## config.mk

```make
export PLATFORM = sky130hd
export DESIGN_NAME = pancake_flip_successor
export DESIGN_NICKNAME = d
export VERILOG_FILES = /design/src/sv/pfs_pkg.sv /design/src/sv/pancake_flip_successor.sv /design/src/sv/pfs_ctrl.sv /design/src/sv/pfs_datapath.sv
export SDC_FILE = /design/constraint.sdc
export NUM_CORES = 1
export LEC_CHECK = 0
export BUFFER_PORTS_ARGS = -buffer_cell sky130_fd_sc_hd__buf_2
export CAP_MARGIN = 30
export CORE_MARGIN = 2
export CORE_UTILIZATION = 30
export CTS_BUF_LIST = sky130_fd_sc_hd__clkbuf_2
export CTS_CLUSTER_DIAMETER = 60
export DETAILED_ROUTE_END_ITERATION = 10
export PLACE_DENSITY = 0.55
export SETUP_SLACK_MARGIN = 0.1
export SLEW_MARGIN = 40
export SYNTH_ARGS = -nofsm -noshare
export SYNTH_HDL_FRONTEND = slang
export SYNTH_SLANG_ARGS = --single-unit
```

## constraint.sdc

```tcl
create_clock -name clk -period 3.6 [get_ports clk]
set_clock_uncertainty 0.15 [all_clocks]
set_input_delay 0.36 -clock clk [delete_from_list [all_inputs] [get_ports clk]]
set_output_delay 0.36 -clock clk [all_outputs]
set_load 0.005 [all_outputs]
```

## src/sv/pfs_pkg.sv

```systemverilog
// ----------------------------------------------------------------------------
// pfs_pkg
// Shared widths, opcodes and controller/datapath interface structs for the
// pancake flip successor block.
// ----------------------------------------------------------------------------
package pfs_pkg;

  localparam int CNT_W  = 5;
  localparam int SLOT_W = 4;
  localparam int ID_W   = 8;
  localparam int COST_W = 16;
  localparam int GAP_W  = 4;

  localparam logic OP_LOAD   = 1'b0;
  localparam logic OP_EXPAND = 1'b1;

  localparam logic [COST_W-1:0] COST_MAX = {COST_W{1'b1}};
  localparam logic [GAP_W-1:0]  GAP_MAX  = {GAP_W{1'b1}};

  typedef struct packed {
    logic load;       // write one id into the stack
    logic expand;     // latch flip, cost and count, restart position
    logic issue;      // read the stack at the current position
    logic scan;       // issued read feeds the gap count, not the output
    logic clear_pos;  // rewind the position counter
  } pfs_cmd_t;

  typedef struct packed {
    logic skip;       // expand repeats the previous flip
    logic last_pos;   // position counter sits on the last element
  } pfs_sts_t;

endpackage

```

## src/sv/pancake_flip_successor.sv

```systemverilog
// a load writes one stack slot; an expand with n pancakes in use stays busy
// through a gap scan pass and an emit pass (n positions each, one stack read each)
// and its elements follow the registered emit pass reads, one per cycle
// an expand that repeats the previous flip is dropped, no beats
// reset: synchronous active low, idle, pancake count 16, stack left unwritten
// the receiver cannot stall: each out_valid beat is taken in its cycle
// ----------------------------------------------------------------------------
// pancake_flip_successor
// Expands one pancake-sorting node: flips the top of the stored stack and
// emits the successor with its gap count, new cost and estimate.
// ----------------------------------------------------------------------------
module pancake_flip_successor import pfs_pkg::*; #(
  parameter int MAX_PANCAKES = 16
) (
  input  logic              clk,
  input  logic              rst_n,
  input  logic              cfg_we,
  input  logic [CNT_W-1:0]  cfg_wdata,
  input  logic              start,
  output logic              busy,
  input  logic              in_opcode,
  input  logic [SLOT_W-1:0] in_slot_index,
  input  logic [ID_W-1:0]   in_pancake_id,
  input  logic [CNT_W-1:0]  in_flip_size,
  input  logic [COST_W-1:0] in_path_cost,
  input  logic [CNT_W-1:0]  in_previous_flip,
  output logic              out_valid,
  output logic [SLOT_W-1:0] out_slot,
  output logic [ID_W-1:0]   out_id,
  output logic              out_last_element,
  output logic [GAP_W-1:0]  out_gap_count,
  output logic [COST_W-1:0] out_new_cost,
  output logic [COST_W-1:0] out_estimate,
  output logic [CNT_W-1:0]  out_applied_flip
);

  pfs_cmd_t cmd;
  pfs_sts_t sts;

  pfs_ctrl u_ctrl (
    .clk       (clk),
    .rst_n     (rst_n),
    .start     (start),
    .in_opcode (in_opcode),
    .sts       (sts),
    .cmd       (cmd),
    .busy      (busy)
  );

  pfs_datapath #(
    .MAX_PANCAKES (MAX_PANCAKES)
  ) u_datapath (
    .clk              (clk),
    .rst_n            (rst_n),
    .cfg_we           (cfg_we),
    .cfg_wdata        (cfg_wdata),
    .in_slot_index    (in_slot_index),
    .in_pancake_id    (in_pancake_id),
    .in_flip_size     (in_flip_size),
    .in_path_cost     (in_path_cost),
    .in_previous_flip (in_previous_flip),
    .cmd              (cmd),
    .sts              (sts),
    .out_valid        (out_valid),
    .out_slot         (out_slot),
    .out_id           (out_id),
    .out_last_element (out_last_element),
    .out_gap_count    (out_gap_count),
    .out_new_cost     (out_new_cost),
    .out_estimate     (out_estimate),
    .out_applied_flip (out_applied_flip)
  );

endmodule

```

## src/sv/pfs_ctrl.sv

```systemverilog
// ----------------------------------------------------------------------------
// pfs_ctrl
// Sequencer: gap scan pass over the successor, then an emit pass that
// sends one element per cycle.
// ----------------------------------------------------------------------------
module pfs_ctrl import pfs_pkg::*; (
  input  logic     clk,
  input  logic     rst_n,
  input  logic     start,
  input  logic     in_opcode,
  input  pfs_sts_t sts,
  output pfs_cmd_t cmd,
  output logic     busy
);

  localparam logic [1:0] ST_IDLE = 2'd0;
  localparam logic [1:0] ST_SCAN = 2'd1;
  localparam logic [1:0] ST_EMIT = 2'd2;

  logic [1:0] state_r;
  logic [1:0] state_nxt;

  always_comb begin
    state_nxt = state_r;
    cmd       = '0;
    case (state_r)
      ST_IDLE: begin
        if (start) begin
          if (in_opcode == OP_LOAD) begin
            cmd.load = 1'b1;
          end else if (!sts.skip) begin
            cmd.expand = 1'b1;
            state_nxt  = ST_SCAN;
          end
        end
      end
      ST_SCAN: begin
        cmd.issue = 1'b1;
        cmd.scan  = 1'b1;
        if (sts.last_pos) begin
          cmd.clear_pos = 1'b1;
          state_nxt     = ST_EMIT;
        end
      end
      ST_EMIT: begin
        cmd.issue = 1'b1;
        if (sts.last_pos) begin
          state_nxt = ST_IDLE;
        end
      end
      default: begin
        state_nxt = ST_IDLE;
      end
    endcase
  end

  always_ff @(posedge clk) begin
    if (!rst_n) begin
      state_r <= ST_IDLE;
    end else begin
      state_r <= state_nxt;
    end
  end

  assign busy = (state_r != ST_IDLE);

endmodule

```

## src/sv/pfs_datapath.sv

```systemverilog
// ----------------------------------------------------------------------------
// pfs_datapath
// Stack memory, flipped address generation, gap counter, cost and estimate.
// ----------------------------------------------------------------------------
module pfs_datapath import pfs_pkg::*; #(
  parameter int MAX_PANCAKES = 16
) (
  input  logic              clk,
  input  logic              rst_n,
  input  logic              cfg_we,
  input  logic [CNT_W-1:0]  cfg_wdata,
  input  logic [SLOT_W-1:0] in_slot_index,
  input  logic [ID_W-1:0]   in_pancake_id,
  input  logic [CNT_W-1:0]  in_flip_size,
  input  logic [COST_W-1:0] in_path_cost,
  input  logic [CNT_W-1:0]  in_previous_flip,
  input  pfs_cmd_t          cmd,
  output pfs_sts_t          sts,
  output logic              out_valid,
  output logic [SLOT_W-1:0] out_slot,
  output logic [ID_W-1:0]   out_id,
  output logic              out_last_element,
  output logic [GAP_W-1:0]  out_gap_count,
  output logic [COST_W-1:0] out_new_cost,
  output logic [COST_W-1:0] out_estimate,
  output logic [CNT_W-1:0]  out_applied_flip
);

  localparam int IW = (MAX_PANCAKES > 1) ? $clog2(MAX_PANCAKES) : 1;
  localparam int CW = $clog2(MAX_PANCAKES + 1);
  localparam int AW = (CW > CNT_W) ? CW : CNT_W;

  logic [ID_W-1:0]   mem [MAX_PANCAKES];

  logic [CNT_W-1:0]  count_r;
  logic [CNT_W-1:0]  n_r;
  logic [CNT_W-1:0]  k_r;
  logic [CNT_W-1:0]  pos_r;
  logic [CNT_W-1:0]  rd_pos_r;
  logic              rd_scan_r;
  logic              rd_emit_r;
  logic [ID_W-1:0]   rd_data_r;
  logic [ID_W-1:0]   prev_r;
  logic [GAP_W-1:0]  gap_r;
  logic [COST_W-1:0] ncost_r;

  logic [CNT_W-1:0]  n_nxt;
  logic [CNT_W-1:0]  k_nxt;
  logic [AW-1:0]     cnt_ext;
  logic [AW-1:0]     slot_ext;
  logic [CNT_W-1:0]  addr;
  logic [AW-1:0]     addr_ext;
  logic              is_gap;
  logic [COST_W:0]   est_sum;

  // clamp the count register to 2..MAX_PANCAKES, then the flip to the count
  always_comb begin
    cnt_ext = AW'(count_r);
    if (cnt_ext < AW'(2)) begin
      n_nxt = CNT_W'(2);
    end else if (cnt_ext > AW'(MAX_PANCAKES)) begin
      n_nxt = CNT_W'(MAX_PANCAKES);
    end else begin
      n_nxt = count_r;
    end
    k_nxt = (in_flip_size > n_nxt) ? n_nxt : in_flip_size;
  end

  assign sts.skip     = (in_flip_size == in_previous_flip);
  assign sts.last_pos = (pos_r == n_r - CNT_W'(1));

  // positions under the flip read the stack mirrored
  assign addr     = (pos_r < k_r) ? (k_r - CNT_W'(1) - pos_r) : pos_r;
  assign addr_ext = AW'(addr);
  assign slot_ext = AW'(in_slot_index);

  always_ff @(posedge clk) begin
    if (cmd.load && (slot_ext < AW'(MAX_PANCAKES))) begin
      mem[slot_ext[IW-1:0]] <= in_pancake_id;
    end
  end

  always_ff @(posedge clk) begin
    if (cmd.issue) begin
      rd_data_r <= mem[addr_ext[IW-1:0]];
    end
  end

  always_ff @(posedge clk) begin
    if (!rst_n) begin
      count_r   <= CNT_W'(16);
      pos_r     <= '0;
      rd_scan_r <= 1'b0;
      rd_emit_r <= 1'b0;
      gap_r     <= '0;
    end else begin
      if (cfg_we) begin
        count_r <= cfg_wdata;
      end
      if (cmd.expand || cmd.clear_pos) begin
        pos_r <= '0;
      end else if (cmd.issue) begin
        pos_r <= pos_r + CNT_W'(1);
      end
      rd_scan_r <= cmd.issue && cmd.scan;
      rd_emit_r <= cmd.issue && !cmd.scan;
      if (cmd.expand) begin
        gap_r <= '0;
      end else if (rd_scan_r && (rd_pos_r != '0) && is_gap && (gap_r != GAP_MAX)) begin
        gap_r <= gap_r + GAP_W'(1);
      end
    end
  end

  always_ff @(posedge clk) begin
    if (cmd.expand) begin
      n_r     <= n_nxt;
      k_r     <= k_nxt;
      ncost_r <= (in_path_cost == COST_MAX) ? COST_MAX : in_path_cost + COST_W'(1);
    end
    if (cmd.issue) begin
      rd_pos_r <= pos_r;
    end
    if (rd_scan_r) begin
      prev_r <= rd_data_r;
    end
  end

  // neighbors differing by exactly one are no gap
  assign is_gap = ({1'b0, prev_r} + 9'd1 != {1'b0, rd_data_r}) &&
                  ({1'b0, rd_data_r} + 9'd1 != {1'b0, prev_r});

  assign est_sum = {1'b0, ncost_r} + (COST_W + 1)'(gap_r);

  assign out_valid        = rd_emit_r;
  assign out_slot         = rd_pos_r[SLOT_W-1:0];
  assign out_id           = rd_data_r;
  assign out_last_element = (rd_pos_r == n_r - CNT_W'(1));
  assign out_gap_count    = gap_r;
  assign out_new_cost     = ncost_r;
  assign out_estimate     = est_sum[COST_W] ? COST_MAX : est_sum[COST_W-1:0];
  assign out_applied_flip = k_r;

endmodule

```

==> summary.md <==
| Metric | Value |
|---|---|
| Row count | 65 |
| Post-layout util | 0.369 |
| Cell depth of the worst min-delay path | 5 |
| Yosys warnings | 0 |
| Root buf cell | clkbuf_2 |
| Worst endpoint data arrival time | 3.77 ns |
| Number of enable-type register cells in the synthesized netlist | 175 |
| Maximum vdd ir drop | approximately 0.18 mV |
| Number of distinct library cell variants in the gate-level netlist after synthesis | 57 |
| Die Outline Area | between 30000 and 40000 µm² |
| Critical Path, Cell by Cell | inv_1 -> ha_2 -> inv_1 -> fa_1 -> a221o_1 -> a211oi_4 -> buf_4 -> buf_6 -> mux2_2 -> a221oi_1 -> o221ai_1 |
| Post-route setup slack | between 0.2 and 0.25 ns |
| Main synth FF type | edfxtp_1 |
| Average routed wire per standard cell | approximately 16 µm |
| Maximum number of pins on one net before global-route repair | 49 |
| Area share of the largest cell type after synthesis | 0.553 |
| Period utilisation layout | 0.941 |
| Buffers plus inverters on the worst setup path | 4 |
| Biggest cell delay along the critical path | 0.45 ns |
| IO buf count | about 100 |
| Mean Syn Cell Area | roughly 13 µm² |
| Reported max-cap violation count | 0 |
| Final std cells w/o fill | between 1000 and 1500 |
| Leading cell types by total area after synthesis | edfxtp_1 (55%), mux2i_1 (6.2%), mux2_2 (4.5%) |
| Number of cell instances on the worst register-to-register path | 11 |
| Crit path kind | reg2reg |
| Reg clk slew, reported paths | around 0.28 ns |
| Portion of total power attributed to combinational logic | 0.188 |
| TritonCTS clock tree | done |
| Static Leakage | 4.39 nW |
| Antenna violations before repair | 2 |
| Gate count after technology mapping | between 700 and 800 |
| DR vias/cell | between 4 and 5 |
| Slew of the pin with the lowest slew margin | just over 0.6 ns |
| Final critical path time including I/O delays and setup | 3.39 ns |
| Final weighted congestion of routability-driven global placement | just under 0.8 |
| Maximum clock frequency | a little under 300 MHz |
| GR Overflow Total | 0 |
| Setup Total Neg Slack | 0 ns |
| Chip height | between 150 and 200 µm |
| Number of setup violations in the final report | 0 |
| Number of H-tree levels | 4 |
| Synth async-reset ratio | 0 |
| HPWL Detailed | around 15 mm |
| Deepest clock path buffer count | 2 |
| Number of top-level pins | between 100 and 150 |
| DRC violation count after routing | 0 |
| Status | complete, no violations |
| Switching Share | 0.289 |
| Internal power of the cells | about 3.1 mW |
| Sequential Power Share | 0.580 |
| Overall routed net length | around 22 mm |
| Worst hold path endpoint | u_ctrl.state_r[1] |
| Terminus of the critical flop-to-flop path | u_datapath.out_id[1] |
| Placed insts | between 1000 and 1500 |
| Floorplan Core Area | around 31000 µm² |
| # nets final | between 1000 and 1500 |
| Type of destination of the critical path | flop |
| Most instantiated library cell after synthesis | edfxtp_1 |
| Hold Worst Slack | roughly 0.095 ns |
| Most used cell along the critical path | inv_1 |
| Synth Cell Area | 9500 µm² |
| Layout Area Growth over Synthesis | 22.1% |
| Via count of the routed design | ~6400 |
| R2r setup slk | 0.21 ns |
| Final Instance Area | 11600 µm² |
| Worst setup slack before clock tree synthesis | between 0.2 and 0.25 ns |
| PnR Total Power | approximately 4.4 mW |
| Pwr per Cell Area | roughly 380 nW/µm² |
| WP data required | 3.98 ns |
| Total count of hold-check failures in the final report | 0 |
| Relative slew slack | 0.589 |
| Proportion of synthesized chip area in sequential cells | 0.591 |
| Hold Path Origin | in_previous_flip[3] |
| Category of the worst setup path launch point | flop |
| Unrepaired setup endpoints after global routing | yes |
| Dominant delay contributor by cell family on the critical path | compound AO/OA/AOI/OAI gates |
| Cts bufs inserted | 17 |
| Horiz. Die Dim | about 180 µm |
| Biggest area consumer among synthesized cells | edfxtp_1 |
| Clock insertion delay at the later pin of the skew report | 0.78 ns |
| Maximum fanout encountered on the critical timing path | 12 |
| DRT iter0 DRCs | 344 |
| Worst min-delay path class | in2reg |
| Vias in the first global route | just over 6000 |
| Total iterations of the first detailed-routing run | 5 |
| Post-synthesis net count | a little over 800 |
| Antenna viol nets, final | 0 |
| Post-DP Area | 10600 µm² |
| Standard cell with the maximum stage delay on the critical path | fa_1 |
| Wire length of the first global-routing pass | around 33 mm |
| Clock sink total | about 190 |
| Beginning of the worst register-to-register path | u_datapath.pos_r[0] |
| Relative contribution of the clock network to total power | 0.231 |
| Combined global-route utilization of all metal layers | 0.131 |
| Commonest cells post-synth | edfxtp_1 (175), nand2_1 (60), mux2i_1 (59) |
| Switching power of the nets | roughly 1.3 mW |
| Starting density of the core | 0.303 |
| Layout cells sized above 1 | 0.246 |
| Max Transition Viols Final | 0 |
| Number of register bits inferred by synthesis | 193 |
==> power by group through the flow <==
stage	clock network (mW)	registers [mW]	logic, mW
finish	1.02	2.57	0.834
global route	1.15	2.58	0.903
CTS	1.08	2.57	0.801
detailed placement	0	2.62	0.743
global placement	0	2.62	0.733
floorplan	0	2.60	0.520
==> cell usage in the layout, fill, tap and decap left out, types with 25 or more instances in the layout <==
cell,netlist,routed
xnor2_1,35,35
xor2_1,25,25
mux2i_1,59,59
inv_1,27,26
buf_4,5,27
nor2_1,39,38
dlygate4sd3_1,0,63
mux2_2,38,38
nand2_1,60,60
buf_2,5,104
edfxtp_1,175,175
nand3_1,28,27
==> cells by family (layout without fill, tap and decap cells) <==
group,after synthesis,after routing,share of synthesized area
AOI/OAI and AO/OA,94,94,0.0732
xor gates and xnor gates,60,60,0.0553
and+or+nand+nor,207,208,0.107
muxes,97,97,0.107
other,0,2,0
buffers and inverters,50,258,0.0275
adders and majority gates,28,28,0.0385
DFF,193,193,0.591
==> registers in the layout, summed over array words and instances, names as in the netlist <==
signal                       cells
u_ctrl.state_r                   2
u_datapath.rd_scan_r             1
u_datapath.out_valid             1
u_datapath.cnt_ext               5
u_datapath.prev_r                8
u_datapath.out_applied_flip      5
u_datapath.mem                 128
u_datapath.pos_r                 5
u_datapath.n_r                   5
u_datapath.out_id                8
u_datapath.rd_pos_r              5
u_datapath.out_gap_count         4
u_datapath.out_new_cost         16
==> layer usage <==
layer,up-vias,track usage,routed length (µm)
met5,-,0,0
met1,3110,0.164,9920
met4,0,0.0384,282
met2,142,0.231,11100
li1,3125,-,-
met3,24,0.0231,754
==> area by class of cell <==
cell class	instances	area (µm²)
clock inverters	14	146
well taps	402	503
diodes	2	5.00
flip-flops and latches	193	5620
repair buffers	199	1440
multi-input cells	487	3690
fillers	3107	19800
inverters	27	101
clock buffers	18	90.1
==> worst min-delay path, stage by stage <==
cell     delay, ns
buf_2         0.09
xnor2_1       0.11
a31oi_1       0.16
o31ai_1       0.20
o21a_1        0.10
==> worst max path at each step <==
stage / start / to / slack (ns) / cells after the start
3_3_place_gp: u_datapath.pos_r[0] / u_datapath.out_id[5] / 0.35 / 10
3_5_place_dp: u_datapath.pos_r[0] / u_datapath.out_id[7] / 0.23 / 10
6_report: u_datapath.pos_r[0] / u_datapath.out_id[1] / 0.21 / 11
2_1_floorplan: u_datapath.pos_r[0] / u_datapath.out_id[3] / 0.27 / 13
4_1_cts: u_datapath.out_new_cost[0] / out_estimate[2] / 0.17 / 10
5_1_grt: u_datapath.out_new_cost[0] / out_estimate[14] / 0.04 / 10
==> timing repair <==
action | CTS | global route
hold endpoints to repair | 222 | 0
pin swaps | 0 | 3
cloned | 0 | 3
buffers inserted | 1 | 5
endpoints found under the setup margin | 16 | 20
resized for setup | 7 | 13
hold buffers | 63 | 0
Note: power is estimated with default switching activity, not from simulation.
